[src/design/fgs_pkg.sv]
// ----------------------------------------------------------------------------
// fgs_pkg
// Shared constants, codes and types of the gridding scatter block.
// ----------------------------------------------------------------------------
package fgs_pkg;

    localparam int GRID_SIZE   = 512;
    localparam int FREQ_POINTS = 1024;
    localparam int TABLE_LAST  = 512;
    localparam int SUPPORT_MAX = 8;

    localparam int GRID_W     = $clog2(GRID_SIZE);
    localparam int CELL_COUNT = GRID_SIZE * GRID_SIZE;
    localparam int CELL_W     = $clog2(CELL_COUNT);
    localparam int TAB_DEPTH  = TABLE_LAST + 1;
    localparam int TAB_W      = $clog2(TAB_DEPTH);
    localparam int ROW_W      = $clog2(SUPPORT_MAX);

    localparam int FS_W      = 24;
    localparam int HS_W      = 19;
    localparam int TS_W      = 26;
    localparam int CFG_W     = 26;
    localparam int CFG_IDX_W = 2;
    localparam int REQ_W     = 2;
    localparam int ANG_W     = 16;
    localparam int J_W       = 9;
    localparam int VAL_W     = 24;
    localparam int ADDR_W    = 18;
    localparam int CELL_DW   = 48;
    localparam int KW        = 18;
    localparam int RT_W      = FS_W + J_W;
    localparam int OP_W      = 2;

    localparam int QUEUE_DEPTH = 2;

    localparam logic [FS_W-1:0] FS_RESET = FS_W'(65536);
    localparam logic [HS_W-1:0] HS_RESET = HS_W'(163840);
    localparam logic [TS_W-1:0] TS_RESET = TS_W'(14024704);

    localparam logic [REQ_W-1:0] REQ_ACC = 2'd0;
    localparam logic [REQ_W-1:0] REQ_RD  = 2'd1;
    localparam logic [REQ_W-1:0] REQ_KWR = 2'd2;

    localparam logic [CFG_IDX_W-1:0] CFG_FS = 2'd0;
    localparam logic [CFG_IDX_W-1:0] CFG_HS = 2'd1;
    localparam logic [CFG_IDX_W-1:0] CFG_TS = 2'd2;

    localparam logic [OP_W-1:0] OP_ACC = 2'd0;
    localparam logic [OP_W-1:0] OP_RD  = 2'd1;
    localparam logic [OP_W-1:0] OP_RDZ = 2'd2;
    localparam logic [OP_W-1:0] OP_KWR = 2'd3;

    typedef struct packed {
        logic [FS_W-1:0] freq_scale;
        logic [HS_W-1:0] half_support;
        logic [TS_W-1:0] table_spacing;
    } t_cfg;

    typedef struct packed {
        logic [OP_W-1:0]         op;
        logic [RT_W-1:0]         rt;
        logic signed [ANG_W-1:0] cos_val;
        logic signed [ANG_W-1:0] sin_val;
        logic signed [VAL_W-1:0] pos_re;
        logic signed [VAL_W-1:0] pos_im;
        logic signed [VAL_W-1:0] neg_re;
        logic signed [VAL_W-1:0] neg_im;
        logic signed [VAL_W-1:0] fac_re;
        logic signed [VAL_W-1:0] fac_im;
        logic [ADDR_W-1:0]       address;
    } t_item;

endpackage

[src/design/fgs_queue.sv]
// ----------------------------------------------------------------------------
// fgs_queue
// Short item queue between the front and back parts.
// ----------------------------------------------------------------------------
module fgs_queue import fgs_pkg::*; (
    input  logic  i_clk,
    input  logic  i_rst_n,
    input  logic  i_push,
    input  t_item i_item,
    input  logic  i_pop,
    output t_item o_item,
    output logic  o_empty,
    output logic  o_full
);

    localparam int PTR_W = (QUEUE_DEPTH > 1) ? $clog2(QUEUE_DEPTH) : 1;
    localparam int CNT_W = $clog2(QUEUE_DEPTH + 1);

    t_item            r_mem [QUEUE_DEPTH];
    logic [PTR_W-1:0] r_wptr;
    logic [PTR_W-1:0] r_rptr;
    logic [CNT_W-1:0] r_count;

    function automatic logic [PTR_W-1:0] nxt(input logic [PTR_W-1:0] p);
        if (p == PTR_W'(QUEUE_DEPTH - 1)) begin
            return '0;
        end
        return p + 1'b1;
    endfunction

    assign o_item  = r_mem[r_rptr];
    assign o_empty = (r_count == '0);
    assign o_full  = (r_count == CNT_W'(QUEUE_DEPTH));

    always_ff @(posedge i_clk) begin
        if (!i_rst_n) begin
            r_wptr  <= '0;
            r_rptr  <= '0;
            r_count <= '0;
        end else begin
            if (i_push) begin
                r_wptr <= nxt(r_wptr);
            end
            if (i_pop) begin
                r_rptr <= nxt(r_rptr);
            end
            if (i_push && !i_pop) begin
                r_count <= r_count + 1'b1;
            end else if (i_pop && !i_push) begin
                r_count <= r_count - 1'b1;
            end
        end
    end

    always_ff @(posedge i_clk) begin
        if (i_push) begin
            r_mem[r_wptr] <= i_item;
        end
    end

endmodule

[config.mk]
export PLATFORM = sky130hd
export DESIGN_NAME = fgs_queue
export DESIGN_NICKNAME = d
export VERILOG_FILES = /design/src/design/fgs_pkg.sv /design/src/design/fgs_queue.sv
export SDC_FILE = /design/constraint.sdc
export NUM_CORES = 1
export LEC_CHECK = 0
export ABC_AREA = 1
export BUFFER_PORTS_ARGS = -buffer_cell sky130_fd_sc_hd__clkbuf_2
export CAP_MARGIN = 0
export CORE_MARGIN = 2
export CORE_UTILIZATION = 52
export CTS_CLUSTER_DIAMETER = 80
export DETAILED_ROUTE_END_ITERATION = 16
export GPL_TIMING_DRIVEN = 0
export PLACE_DENSITY_LB_ADDON = 0.15
export SYNTH_ARGS = -nofsm -noshare
export SYNTH_HDL_FRONTEND = slang
export SYNTH_SLANG_ARGS = --single-unit
[constraint.sdc]
create_clock -name i_clk -period 15.86 [get_ports i_clk]
set_clock_uncertainty 0.05 [all_clocks]
set_input_delay 3.172 -clock i_clk [delete_from_list [all_inputs] [get_ports i_clk]]
set_output_delay 3.172 -clock i_clk [all_outputs]
set_load 0.02 [all_outputs]
==> key figures <==
Status
  – Status: finished, final reports clean

Synth
  – Most frequent cell after synthesis: edfxtp_1
  – Post-Synth XOR/XNOR Area: 0
  – Post-Synth Adder-Cell Area: 0.0007434
  – Yosys reg bits: 463
  – Most frequent cells after synthesis: edfxtp_1 (458), mux2_2 (229), buf_6 (23), nor2_1 (9)
  – Cell count after synthesis: between 700 and 800
  – Syn Nets: 981
  – Number of synthesized flops with an enable pin: 458
  – Ys Warns: 0
  – Synth Area in Simple Gates: 0.004460
  – Area leader, netlist: edfxtp_1
  – Largest family of logic cells by synthesized area: multiplexers
  – Avg Inst Size Synth: approximately 23 sq um
  – Seq/Total Area, Yosys: 0.8231
  – Synthesized area: 16830 sq um
  – Synth top area cells: edfxtp_1 (82%), mux2_2 (15%), buf_6 (1.5%)
  – Mux cell area share after synthesis: 0.1532
  – Compound-Gate Fraction of Synth Area: 0.0005947
  – Synth Flop Type: edfxtp_1
  – Synth top area share: 0.8171
  – Async S/R FF share, synth: 0
  – Library cells used by synthesis: 14

Placement
  – Routability cong.: 0.7803
  – Hpwl dp: 25540 um
  – IO Port Bufs: 463
  – Worst Setup Slack post-DPL: 10.77 ns

Timing
  – Final min period: 5.136 ns
  – Setup ws final: approximately 11 ns
  – Worst slew margin: 0.6078
  – RSZ-0062 raised after global routing: no
  – Period utilization: 0.3238
  – Hold_ws: around 0.46 ns
  – Peak Freq: around 190 MHz
  – Slew @ Worst Pin: between 0.5 and 0.6 ns
  – Final Hold Viols: 0
  – Final Max Slew Viols: 0
  – Final setup violation count: 0

Clock tree
  – Clock latency on the worst-skew pair: between 0.5 and 0.6 ns
  – Clock tree buffer depth: 3
  – Clock tree sinks: 463
  – Hold bufs inserted after CTS: 0
  – Clk slew on worst S/H paths: 0.06 ns
  – Htree depth: 2
  – CTS tree: done
  – Root buf cell: clkbuf_16
  – Post-CTS Resized: 0
  – Post-CTS setup buffers: 0
  – CTS Buf Count: 46

Worst setup path
  – Critical path class: reg -> out
  – Worst setup path end: o_item[146]
  – Req. time, crit path: about 13 ns
  – Critical path launch point type: flip-flop
  – Reg2Reg Setup Slack: 13.79 ns
  – R2R Path End: r_mem[0][85]$_DFFE_PP_
  – CP endpoint kind: output port
  – R2R Path Start: r_wptr$_SDFFE_PN0P_
  – CP arrival: 1.91 ns
  – CP max FO: 10
  – Worst r2r path cells: 5

Cells and area
  – Share of cells above drive strength 1: 0.6057
  – Layout Area Growth over Synthesis: 26.81%
  – NumNets Final: 1503
  – Fill cell count: 2181

Pwr
  – NetSw: 626.6 uW
  – Part of the power in combinational logic: 0.112
  – Total power: 2.745 mW
  – Peak VDD IR: 0.1055 mV
  – Sw Share: 0.2282
  – Reg power frac: 0.521
  – Power share of the clock group: 0.367
  – Leakage: 8.174 nW
  – Internal power: between 2 and 2.5 mW
  – Pwr/cell area: 128.6 nW/um^2

Routing
  – Total Routed Length: 36080 um
  – ANT nets after route: 0
  – Total number of vias: between 8000 and 9000
  – Iter 0 DRT Violations: between 400 and 500
  – Routed wire per std cell: around 21 um
  – Vias per inst: 5.116
  – 1st-pass router iterations: 4
  – # DRC: 0

GRT
  – Grt ovf: 0
  – First-pass GRT wire length: approximately 52000 um
  – Largest net degree at the start of global routing: 101
  – All-layer global routing usage: 0.2079
  – Number of global-route vias before repair: just over 9000
  – Initial antenna violation count: 7

Die
  – Chip Width: roughly 180 um
  – # IOs: roughly 460
  – Die H: 183.9 um
  – Core ar.: 31720 sq um
  – # rows: 65
  – Die area: 33820 sq um
  – Initial core utilization: 0.5307

Job
  – MaxCap Viol Count: 0

Worst hold path
  – Hold Path Class: reg -> reg
-- flip-flops by register name (all words and copies together) (netlist names), named ones only --
register	count
r_count	2
r_mem	458
r_rptr	1
r_wptr	1
-- logic make-up (layout without fill, tap and decap cells) --
group                      after synthesis  after routing
buffers and inverters                   33            592
DFF                                    463            463
AOI/OAI and AO/OA                        2              2
and+or+nand+nor                         19             19
adders and majority gates                1              1
other                                    0              6
muxes                                  229            229
-- power groups by stage --
| stage | logic (mW) | registers, mW | clock network [mW] |
|---|---|---|---|
| finish | 0.307 | 1.43 | 1.01 |
| global route | 0.327 | 1.44 | 1.08 |
| CTS | 0.312 | 1.43 | 1.03 |
| detailed placement | 0.310 | 1.46 | 0 |
| global placement | 0.295 | 1.48 | 0 |
| floorplan | 0.180 | 1.47 | 0 |
-- final cells by class --
class                   count  area, sq um  area share
flip-flops and latches    463        13850      0.6490
multi-input cells         251         2684      0.1257
repair buffers            474         2575      0.1206
clock buffers              59         1264     0.05921
well taps                 402        503.0     0.02357
plain buffers              25        271.5     0.01272
clock inverters            26        141.4    0.006624
inverters                   8        37.54    0.001759
diodes                      6        15.01   0.0007034
-- placed cells by master (no fill, tap or decap) --
cell type,instances
inv_8,1
clkinv_2,10
nor2_1,8
a21oi_1,1
clkbuf_1,10
buf_12,6
mux2_2,229
edfxtp_1,458
nand4_1,1
buf_4,1
inv_6,1
clkbuf_2,463
nand3_1,1
buf_2,1
nand2_1,8
inv_1,7
bufinv_16,1
o21ai_0,1
nor2_4,1
buf_16,5
clkinv_1,14
diode_2,6
dfxtp_1,5
buf_6,23
clkbuf_16,49
ha_1,1
-- worst min path at each step --
stage / startpoint / to / slack (ns) / cells past startpoint
CTS: r_rptr$_SDFFE_PN0P_ / r_rptr$_SDFFE_PN0P_ / 0.47 / 2
global placement: r_rptr$_SDFFE_PN0P_ / r_rptr$_SDFFE_PN0P_ / 0.43 / 2
floorplan: r_rptr$_SDFFE_PN0P_ / flip-flop / 0.41 / 2
finish: r_rptr$_SDFFE_PN0P_ / r_rptr$_SDFFE_PN0P_ / 0.46 / 2
global route: r_rptr$_SDFFE_PN0P_ / r_rptr$_SDFFE_PN0P_ / 0.48 / 2
detailed placement: r_rptr$_SDFFE_PN0P_ / r_rptr$_SDFFE_PN0P_ / 0.46 / 2
-- routing by layer --
layer  vias up  global-route usage  wire length [um]
met3        81             0.08102              3526
met2       348              0.3663             18630
met4         4             0.08736              1296
li1       4042                   -                 -
met5         -                   0                23
met1      4293              0.2228             12610
-- critical path: stages, from the launching register on --
cell and delay [ns]:
dfxtp_1 0.39, buf_6 0.25, buf_6 0.19, mux2_2 0.38
clkbuf_2 0.16
-- stage by stage --
stage               instance area [sq um]  TNS, ns  instances  utilization
floorplan                           16830        0        747            -
global placement                    19650  -874.44       1612       0.6196
detailed placement                  19920        0       1623       0.6282
CTS                                 21330        0       1708       0.6725
global route                        21340        0       1713       0.6729
finish                              21340        0       1714       0.6729
Power figures use the tool's default switching activity.
