`config.mk`:
```
export PLATFORM = sky130hd
export DESIGN_NAME = fgs_front
export DESIGN_NICKNAME = d
export VERILOG_FILES = /design/src/design/fgs_pkg.sv /design/src/design/fgs_front.sv
export SDC_FILE = /design/constraint.sdc
export NUM_CORES = 1
export LEC_CHECK = 0
export BUFFER_PORTS_ARGS = -buffer_cell sky130_fd_sc_hd__buf_2
export CAP_MARGIN = 20
export CORE_AREA = 2 2 195 197
export DETAILED_ROUTE_END_ITERATION = 6
export DIE_AREA = 0 0 197 199
export GPL_TIMING_DRIVEN = 0
export MAX_ROUTING_LAYER = met4
export PLACE_DENSITY = 0.59
export SLEW_MARGIN = 20
export SYNTH_ARGS = -nofsm -noshare
export SYNTH_HDL_FRONTEND = slang
export SYNTH_SLANG_ARGS = --single-unit
```
`constraint.sdc`:
```
create_clock -name vclk -period 11.6
set_clock_uncertainty 0.1 [all_clocks]
set_input_delay 1.16 -clock vclk [all_inputs]
set_output_delay 1.16 -clock vclk [all_outputs]
set_load 0.005 [all_outputs]
```
`src/design/fgs_pkg.sv`:
```
// ----------------------------------------------------------------------------
// fgs_pkg
// Shared constants, codes and types of the gridding scatter block.
// ----------------------------------------------------------------------------
package fgs_pkg;

    localparam int GRID_SIZE   = 512;
    localparam int FREQ_POINTS = 1024;
    localparam int TABLE_LAST  = 512;
    localparam int SUPPORT_MAX = 8;

    localparam int GRID_W     = $clog2(GRID_SIZE);
    localparam int CELL_COUNT = GRID_SIZE * GRID_SIZE;
    localparam int CELL_W     = $clog2(CELL_COUNT);
    localparam int TAB_DEPTH  = TABLE_LAST + 1;
    localparam int TAB_W      = $clog2(TAB_DEPTH);
    localparam int ROW_W      = $clog2(SUPPORT_MAX);

    localparam int FS_W      = 24;
    localparam int HS_W      = 19;
    localparam int TS_W      = 26;
    localparam int CFG_W     = 26;
    localparam int CFG_IDX_W = 2;
    localparam int REQ_W     = 2;
    localparam int ANG_W     = 16;
    localparam int J_W       = 9;
    localparam int VAL_W     = 24;
    localparam int ADDR_W    = 18;
    localparam int CELL_DW   = 48;
    localparam int KW        = 18;
    localparam int RT_W      = FS_W + J_W;
    localparam int OP_W      = 2;

    localparam int QUEUE_DEPTH = 2;

    localparam logic [FS_W-1:0] FS_RESET = FS_W'(65536);
    localparam logic [HS_W-1:0] HS_RESET = HS_W'(163840);
    localparam logic [TS_W-1:0] TS_RESET = TS_W'(14024704);

    localparam logic [REQ_W-1:0] REQ_ACC = 2'd0;
    localparam logic [REQ_W-1:0] REQ_RD  = 2'd1;
    localparam logic [REQ_W-1:0] REQ_KWR = 2'd2;

    localparam logic [CFG_IDX_W-1:0] CFG_FS = 2'd0;
    localparam logic [CFG_IDX_W-1:0] CFG_HS = 2'd1;
    localparam logic [CFG_IDX_W-1:0] CFG_TS = 2'd2;

    localparam logic [OP_W-1:0] OP_ACC = 2'd0;
    localparam logic [OP_W-1:0] OP_RD  = 2'd1;
    localparam logic [OP_W-1:0] OP_RDZ = 2'd2;
    localparam logic [OP_W-1:0] OP_KWR = 2'd3;

    typedef struct packed {
        logic [FS_W-1:0] freq_scale;
        logic [HS_W-1:0] half_support;
        logic [TS_W-1:0] table_spacing;
    } t_cfg;

    typedef struct packed {
        logic [OP_W-1:0]         op;
        logic [RT_W-1:0]         rt;
        logic signed [ANG_W-1:0] cos_val;
        logic signed [ANG_W-1:0] sin_val;
        logic signed [VAL_W-1:0] pos_re;
        logic signed [VAL_W-1:0] pos_im;
        logic signed [VAL_W-1:0] neg_re;
        logic signed [VAL_W-1:0] neg_im;
        logic signed [VAL_W-1:0] fac_re;
        logic signed [VAL_W-1:0] fac_im;
        logic [ADDR_W-1:0]       address;
    } t_item;

endpackage

```
`src/design/fgs_front.sv`:
```
// ----------------------------------------------------------------------------
// fgs_front
// Input side: accepts items, sorts them by kind and drops those with no effect.
// ----------------------------------------------------------------------------
module fgs_front import fgs_pkg::*; (
    input  logic                    i_valid,
    output logic                    o_stall,
    input  logic [REQ_W-1:0]        i_req_type,
    input  logic signed [ANG_W-1:0] i_cos_val,
    input  logic signed [ANG_W-1:0] i_sin_val,
    input  logic [J_W-1:0]          i_freq_index,
    input  logic signed [VAL_W-1:0] i_pos_re,
    input  logic signed [VAL_W-1:0] i_pos_im,
    input  logic signed [VAL_W-1:0] i_neg_re,
    input  logic signed [VAL_W-1:0] i_neg_im,
    input  logic signed [VAL_W-1:0] i_fac_re,
    input  logic signed [VAL_W-1:0] i_fac_im,
    input  logic [ADDR_W-1:0]       i_address,
    input  t_cfg                    i_cfg,
    input  logic                    i_full,
    input  logic                    i_clearing,
    output logic                    o_push,
    output t_item                   o_item
);

    logic            keep;
    logic [OP_W-1:0] op;

    assign o_stall = i_full | i_clearing;

    always_comb begin
        keep = 1'b0;
        op   = OP_ACC;
        case (i_req_type)
            REQ_ACC: begin
                keep = (i_freq_index != '0) && (int'(i_freq_index) < FREQ_POINTS / 2);
            end
            REQ_RD: begin
                keep = 1'b1;
                op   = (int'(i_address) < CELL_COUNT) ? OP_RD : OP_RDZ;
            end
            REQ_KWR: begin
                keep = int'(i_address) <= TABLE_LAST;
                op   = OP_KWR;
            end
            default: begin
                keep = 1'b0;
            end
        endcase
    end

    assign o_item.op      = op;
    assign o_item.rt      = RT_W'(i_cfg.freq_scale) * RT_W'(i_freq_index);
    assign o_item.cos_val = i_cos_val;
    assign o_item.sin_val = i_sin_val;
    assign o_item.pos_re  = i_pos_re;
    assign o_item.pos_im  = i_pos_im;
    assign o_item.neg_re  = i_neg_re;
    assign o_item.neg_im  = i_neg_im;
    assign o_item.fac_re  = i_fac_re;
    assign o_item.fac_im  = i_fac_im;
    assign o_item.address = i_address;

    assign o_push = i_valid & ~o_stall & keep;

endmodule

```
==> metrics.log, run 1 <==
[metrics] status: finished clean
[metrics] violation count after the first detailed-routing iteration: 327
[metrics] die width: 197 um
[metrics] starting utilization of the core area: 23.0%
[metrics] setup fix buffers added after clock tree synthesis: 0
[metrics] fraction of the yosys area taken by sequential cells: 0%
[metrics] count of vias placed by the detailed router: 7533
[metrics] input/output buffers: 282
[metrics] Final Max Tran Viols: 0
[metrics] slowest stage delay, CP: 0.57 ns
[metrics] startpoint type of the worst setup path: primary input
[metrics] Worst Hold Launch: i_cos_val[4]
[metrics] Placed Instance Area: 0.0105 mm^2
[metrics] capture endpoint of the worst hold path: o_item[182]
[metrics] Fin. Hold Viols: 0
[metrics] Min Clock Period, post-route: 7.94 ns
[metrics] final instance area: 0.0105 mm^2
[metrics] via count of the first global-routing pass: 7058
[metrics] cts-stage hold buffer count: 0
[metrics] Synth area leader: sky130_fd_sc_hd__fa_1
[metrics] area of the multi-input gates: 0.00624 mm^2
[metrics] kind of end point of the critical path: output port
[metrics] combined area of all synthesized cells: 0.00853 mm^2
[metrics] post-route DRC violation count: 0
[metrics] number of instances in the synthesized netlist: 1035
[metrics] number of instances resized during post-cts repair: 0
[metrics] list of cells traversed by the critical path: clkbuf_1, clkbuf_1, nand2_1, fa_1, inv_1, fa_1, fa_1, inv_1, fa_1, inv_1, ha_1, a21oi_1, nand2_1, o21ai_0, o41ai_2, nor3_2, o21ai_0, xnor2_1, buf_2
[metrics] number of routed nets with antenna violations: 0
[metrics] flip-flop and latch area: 0 um^2
[metrics] path category of the worst min-delay check: in -> out
[metrics] total track usage: 12.7%
[metrics] count of synthesis-stage warnings from yosys: 0
[metrics] count of TritonRoute iterations in the first routing pass: 5
[metrics] Post-Syn Area per Cell: 8.24 um^2
[metrics] maximum number of pins on one net before global-route repair: 11
[metrics] Worst EP arrival: 6.68 ns
[metrics] hold depth: 2
[metrics] sum of routed wire length over all layers: 25.8 mm
[metrics] number of nets produced by synthesis: 1524
[metrics] number of maximum-capacitance violations: 0
[metrics] GP Congestion: 0.904
[metrics] global-route wire length before repair: 38.2 mm
[metrics] Critical Path RT: 10.34 ns
[metrics] critical-path cell with the highest stage delay: sky130_fd_sc_hd__clkbuf_1
[metrics] fraction of synthesized cell area in xor and xnor cells: 2.57%
[metrics] remaining global-route overflow: 0
[metrics] setup repair after global routing missed its margin: no
[metrics] synthesized-area fraction occupied by and/or/nand/nor cells: 17.9%
[metrics] fraction of synthesized cell area taken by the top area cell type: 36.4%
[metrics] library cell appearing most often on the critical path: sky130_fd_sc_hd__fa_1
[metrics] worst hold margin: 2.39 ns
[metrics] number of nets in the finished design: 1808
[metrics] worst max-slew margin expressed relative to the limit: 51.4%
[metrics] vertical die dimension: 199 um
[metrics] die area: 0.0392 mm^2
[metrics] category of the critical setup timing path: in -> out
[metrics] fraction of layout cells with a size suffix above 1: 38.3%
[metrics] I/O pin count: 508
[metrics] maximum achievable frequency: 126 MHz
[metrics] total of clock buffers placed in the layout: 0
[metrics] post-DR wirelength/cell: 14.4 um
[metrics] synthesis-to-layout area growth: 23.6%
[metrics] multiplexer share of the synthesized area: 0.132%
[metrics] period utilisation layout: 68.4%
[metrics] critical-path maximum fanout: 10
[metrics] largest family of logic cells by synthesized area: adder cells
[metrics] detailed placement HPWL: 22.7 mm
[metrics] most instantiated library cell after synthesis: sky130_fd_sc_hd__buf_4
[metrics] post-synthesis share of cell area spent on full adders, half adders and majority gates: 44.7%
[metrics] post-DR vias/cell: 4.20
[metrics] FFs & Latches: 0
[metrics] top area cells in the synthesized netlist: sky130_fd_sc_hd__fa_1, sky130_fd_sc_hd__buf_4, sky130_fd_sc_hd__and2_1
[metrics] most used standard cells in the synthesized netlist: sky130_fd_sc_hd__buf_4, sky130_fd_sc_hd__inv_1, sky130_fd_sc_hd__fa_1
[metrics] initial antenna violation count: 3
[metrics] core footprint: 0.0371 mm^2
[metrics] TNS Setup: 0 ns
[metrics] transition time at the pin with the least slew margin: 0.729 ns
[metrics] count of distinct cell types in the synthesized netlist: 59
[metrics] fraction of the mapped netlist area in compound gates: 7.88%
[metrics] row count: 71
[metrics] number of setup violations in the final report: 0
[metrics] Filler Cells Inserted: 4072
[final cells by class]
type                            count  area share, %
Multi-Input combinational cell    623           59.2
Buffer                            224           15.0
Timing Repair Buffer              282           13.4
Inverter                          188           6.69
Tap cell                          474           5.63
Antenna cell                        2         0.0475
[worst max-delay path by stage]
stage,start,end,cells after the start
2_1_floorplan,i_freq_index[0],o_item[224],17
3_3_place_gp,i_freq_index[1],o_item[220],19
3_5_place_dp,i_freq_index[1],o_item[226],19
4_1_cts,i_freq_index[1],o_item[226],19
5_1_grt,i_freq_index[1],o_item[226],19
6_report,i_freq_index[1],o_item[226],19
[critical path: cells and delay by family]
family,cells,cell delay [ns]
fa+ha+maj,5,2.49
simple gates,3,0.58
compound gates,4,1.01
buf+inv,6,1.27
xor+xnor,1,0.16
[cell families after synthesis]
| family | after synthesis |
|---|---|
| adders and majority gates | 212 |
| xor gates and xnor gates | 25 |
| muxes | 1 |
| AOI/OAI and AO/OA | 91 |
| buffers and inverters | 412 |
| and+or+nand+nor | 294 |
[through the flow]
step                setup WS, ns  utilization (%)  std cells
floorplan                   4.84                -       1035
global placement            3.72             28.4       1791
detailed placement          3.70             28.4       1791
CTS                         3.67             28.4       1791
global route                3.36             28.4       1792
finish                      3.66             28.4       1793
[per-layer routing]
metal,track usage (%),wire [um],vias up
li1,-,-,3509
met5,-,0,-
met1,17.3,10800,3684
met3,0.882,1840,6
met4,0.640,105,0
met2,21.9,13100,334
[cell usage in the layout (no fill, tap or decap), types with 3 or more instances in the layout]
cell type                  synthesis  final
sky130_fd_sc_hd__buf_2             3    285
sky130_fd_sc_hd__buf_4           195    195
sky130_fd_sc_hd__inv_1           188    188
sky130_fd_sc_hd__fa_1            155    155
sky130_fd_sc_hd__and2_1          130    130
sky130_fd_sc_hd__nand2_1         110    110
sky130_fd_sc_hd__ha_1             57     57
sky130_fd_sc_hd__clkbuf_1         23     23
sky130_fd_sc_hd__a21oi_1          20     20
sky130_fd_sc_hd__o21ai_0          17     17
sky130_fd_sc_hd__nor2_1           15     15
sky130_fd_sc_hd__xnor2_1          13     13
sky130_fd_sc_hd__xor2_1           12     12
sky130_fd_sc_hd__nand3_1           8      8
sky130_fd_sc_hd__nor4_1            6      6
sky130_fd_sc_hd__a21oi_2           5      5
sky130_fd_sc_hd__a21o_1            5      5
sky130_fd_sc_hd__nand2b_1          5      5
sky130_fd_sc_hd__o21ai_1           4      4
sky130_fd_sc_hd__o211ai_1          4      4
sky130_fd_sc_hd__nor3_1            4      4
sky130_fd_sc_hd__and3_1            3      3
sky130_fd_sc_hd__a211oi_2          3      3
sky130_fd_sc_hd__o21a_1            3      3
sky130_fd_sc_hd__nor2b_1           3      3
sky130_fd_sc_hd__a21boi_0          3      3
==> inputs of run 2 (changes only) <==
--- a/config.mk
+++ b/config.mk
@@ -12,7 +12,7 @@
 export DIE_AREA = 0 0 197 199
 export GPL_TIMING_DRIVEN = 0
 export MAX_ROUTING_LAYER = met4
-export PLACE_DENSITY = 0.59
+export PLACE_DENSITY = 0.61
 export SLEW_MARGIN = 20
 export SYNTH_ARGS = -nofsm -noshare
 export SYNTH_HDL_FRONTEND = slang
==> constraint.sdc (replaced) <==
create_clock -name vclk -period 7.1
set_clock_uncertainty 0.1 [all_clocks]
set_input_delay 0.71 -clock vclk [all_inputs]
set_output_delay 0.71 -clock vclk [all_outputs]
set_load 0.005 [all_outputs]
==> run 2 against run 1 <==
- die area is the same
- setup slack lost 3.4 ns
- clock-buffer cell count is the same
- first-iteration DRC count shrank 16%
- flip-flop and latch count is the same
- wire length shrank 3.1%
- critical endpoint is now o_item[221]
- highest routed layer unchanged
==> metrics.log, run 2 (synthesis results as in run 1) <==
[metrics] non-filler instance count after layout: 1791 (was 1793)
[metrics] category of the critical setup timing path: in -> out (unchanged)
[metrics] library cell appearing most often on the critical path: sky130_fd_sc_hd__fa_1 (unchanged)
[metrics] count of inserted antenna diode cells: 0 (was 2)
[metrics] core footprint: 0.0371 mm^2 (unchanged)
[metrics] critical-path cell with the highest stage delay: sky130_fd_sc_hd__clkbuf_1 (unchanged)
[metrics] number of routed nets with antenna violations: 0 (unchanged)
[metrics] kind of end point of the critical path: output port (unchanged)
[metrics] most common cell after layout, fill and taps aside: sky130_fd_sc_hd__buf_2 (unchanged)
[metrics] via count of the first global-routing pass: 7104 (was 7058)
[metrics] path category of the worst min-delay check: in -> out (unchanged)
[metrics] I/O pin count: 508 (unchanged)
[metrics] critical-path maximum fanout: 10 (unchanged)
[metrics] synthesis-to-layout area growth: 23.5% (was 23.6%)
[metrics] total of clock buffers placed in the layout: 0 (unchanged)
[metrics] TNS Setup: 0 ns (unchanged)
[metrics] maximum achievable frequency: 145 MHz
[metrics] initial antenna violation count: 0 (was 3)
[metrics] transition time at the pin with the least slew margin: 0.725 ns (was 0.729 ns)
[metrics] row count: 71 (unchanged)
[metrics] startpoint type of the worst setup path: primary input (unchanged)
[metrics] Min Clock Period, post-route: 6.88 ns
[metrics] remaining global-route overflow: 0 (unchanged)
[metrics] final instance area: 0.0105 mm^2 (about the same)
[metrics] static leakage: 5.81 nW
[metrics] period utilisation layout: 96.9%
[metrics] FFs & Latches: 0 (unchanged)
[metrics] count of TritonRoute iterations in the first routing pass: 5 (unchanged)
[metrics] number of nets in the finished design: 1808 (unchanged)
[metrics] power density relative to cell area: 334 mW/mm^2
[metrics] starting utilization of the core area: 23.0% (unchanged)
[metrics] Critical Path RT: 6.29 ns (was 10.34 ns)
[metrics] slowest stage delay, CP: 0.57 ns (about the same)
[metrics] cts-stage hold buffer count: 0 (unchanged)
[metrics] family of cells with the greatest summed delay on the critical path: adder cells (unchanged)
[metrics] Cell Count Post-Placement: 1791 (unchanged)
[metrics] maximum number of pins on one net before global-route repair: 11 (unchanged)
[metrics] list of cells traversed by the critical path: clkbuf_1, clkbuf_1, nand2_1, fa_1, inv_1, fa_1, fa_1, inv_1, fa_1, inv_1, ha_1, buf_2, a21oi_1, o211ai_1, a31oi_1, o21ai_4, nand2_2, mux2_1, o311a_1, buf_2 (was clkbuf_1, clkbuf_1, nand2_1, fa_1, inv_1, fa_1, fa_1, inv_1, fa_1, inv_1, ha_1, a21oi_1, nand2_1, o21ai_0, o41ai_2, nor3_2, o21ai_0, xnor2_1, buf_2)
[metrics] number of maximum-capacitance violations: 0 (unchanged)
[metrics] count of vias placed by the detailed router: 7455 (was 7533)
[metrics] Placed Instance Area: 0.0105 mm^2 (unchanged)
[metrics] number of setup violations in the final report: 0 (unchanged)
[metrics] Fin. Hold Viols: 0 (unchanged)
[metrics] fraction of layout cells with a size suffix above 1: 38.5% (was 38.3%)
[metrics] VDD IR max: 0.000213 V
[metrics] GP Congestion: 0.882 (was 0.904)
[metrics] commonest cells after routing, fill and taps aside: sky130_fd_sc_hd__buf_2, sky130_fd_sc_hd__buf_4, sky130_fd_sc_hd__inv_1 (unchanged)
[metrics] die area: 0.0392 mm^2 (unchanged)
[metrics] global-route wire length before repair: 37.2 mm (was 38.2 mm)
[metrics] worst max-slew margin expressed relative to the limit: 51.7% (was 51.4%)
[metrics] post-DR vias/cell: 4.16 (was 4.20)
[metrics] Final Max Tran Viols: 0 (unchanged)
[metrics] violation count after the first detailed-routing iteration: 274 (was 327)
[metrics] total track usage: 12.3% (was 12.7%)
[metrics] sum of routed wire length over all layers: 25.0 mm (was 25.8 mm)
[metrics] vertical die dimension: 199 um (unchanged)
[metrics] post-DR wirelength/cell: 13.9 um (was 14.4 um)
[metrics] post-route DRC violation count: 0 (unchanged)
[metrics] detailed placement HPWL: 22.1 mm (was 22.7 mm)
[metrics] CP bufs+invs: 7 (was 6)
[metrics] status: finished clean (unchanged)
[metrics] setup repair after global routing missed its margin: no (unchanged)
[metrics] Worst EP arrival: 6.07 ns (was 6.68 ns)
[metrics] Filler Cells Inserted: 4050 (was 4072)
[metrics] die width: 197 um (unchanged)
[metrics] flip-flop and latch area: 0 um^2 (unchanged)
[metrics] input/output buffers: 282 (unchanged)
==> run 2: cell count changes in the layout (fill, tap and decap cells not counted), sizes merged <==
| cell | delta |
|---|---|
| diode | -2 |
==> run 2: through the flow <==
| step | hold slack (ns) | setup WS (ns) | utilization [%] | total power [mW] |
|---|---|---|---|---|
| after floorplan | 1.40 | 1.24 | - | 2.36 |
| after global placement | 1.49 | 0.225 | 28.4 | 3.60 |
| after detailed placement | 1.49 | 0.219 | 28.4 | 3.62 |
| after CTS | 1.49 | 0.190 | 28.4 | 3.64 |
| after global routing | 1.49 | 0.0284 | 28.4 | 3.99 |
| final | 1.49 | 0.218 | 28.4 | 3.52 |
==> run 2: path summary, 6_finish.rpt <==
| check | start | end | slack (ns) | cells past startpoint |
|---|---|---|---|---|
| worst max-delay path | i_freq_index[1] | o_item[221] | 0.22 | 20 |
| worst min-delay path | i_sin_val[4] | o_item[166] | 1.49 | 2 |
==> run 2: what timing repair did <==
action / CTS / global route
setup buffers: 0 / 0
endpoints found under the setup margin: 0 / 5
gates resized for setup: 0 / 6
endpoints found under the hold margin: 0 / 0
==> run 2: metal layers <==
metal | up-vias | track usage [%] | wire (um)
met5 | - | - | 0
met4 | 0 | 0.501 | 82
met3 | 6 | 1.39 | 1650
met2 | 297 | 21.4 | 12600
met1 | 3650 | 16.2 | 10600
li1 | 3502 | - | -
==> run 2: cell type report <==
class	instances	area [um^2]	share of cell area [%]
multi-input cells	623	6240	59.2
well taps	474	593	5.63
repair buffers	282	1410	13.4
inverters	188	706	6.70
plain buffers	224	1590	15.1
==> run 2: power by group <==
part | total, mW | internal [mW] | leakage, nW | switching [mW]
combinational | 3.52 | 1.48 | 5.81 | 2.03
clock | 0 | 0 | 0 | 0
sequential | 0 | 0 | 0 | 0
total | 3.52 | 1.48 | 5.81 | 2.03
Note: power is estimated with default switching activity, not from simulation.
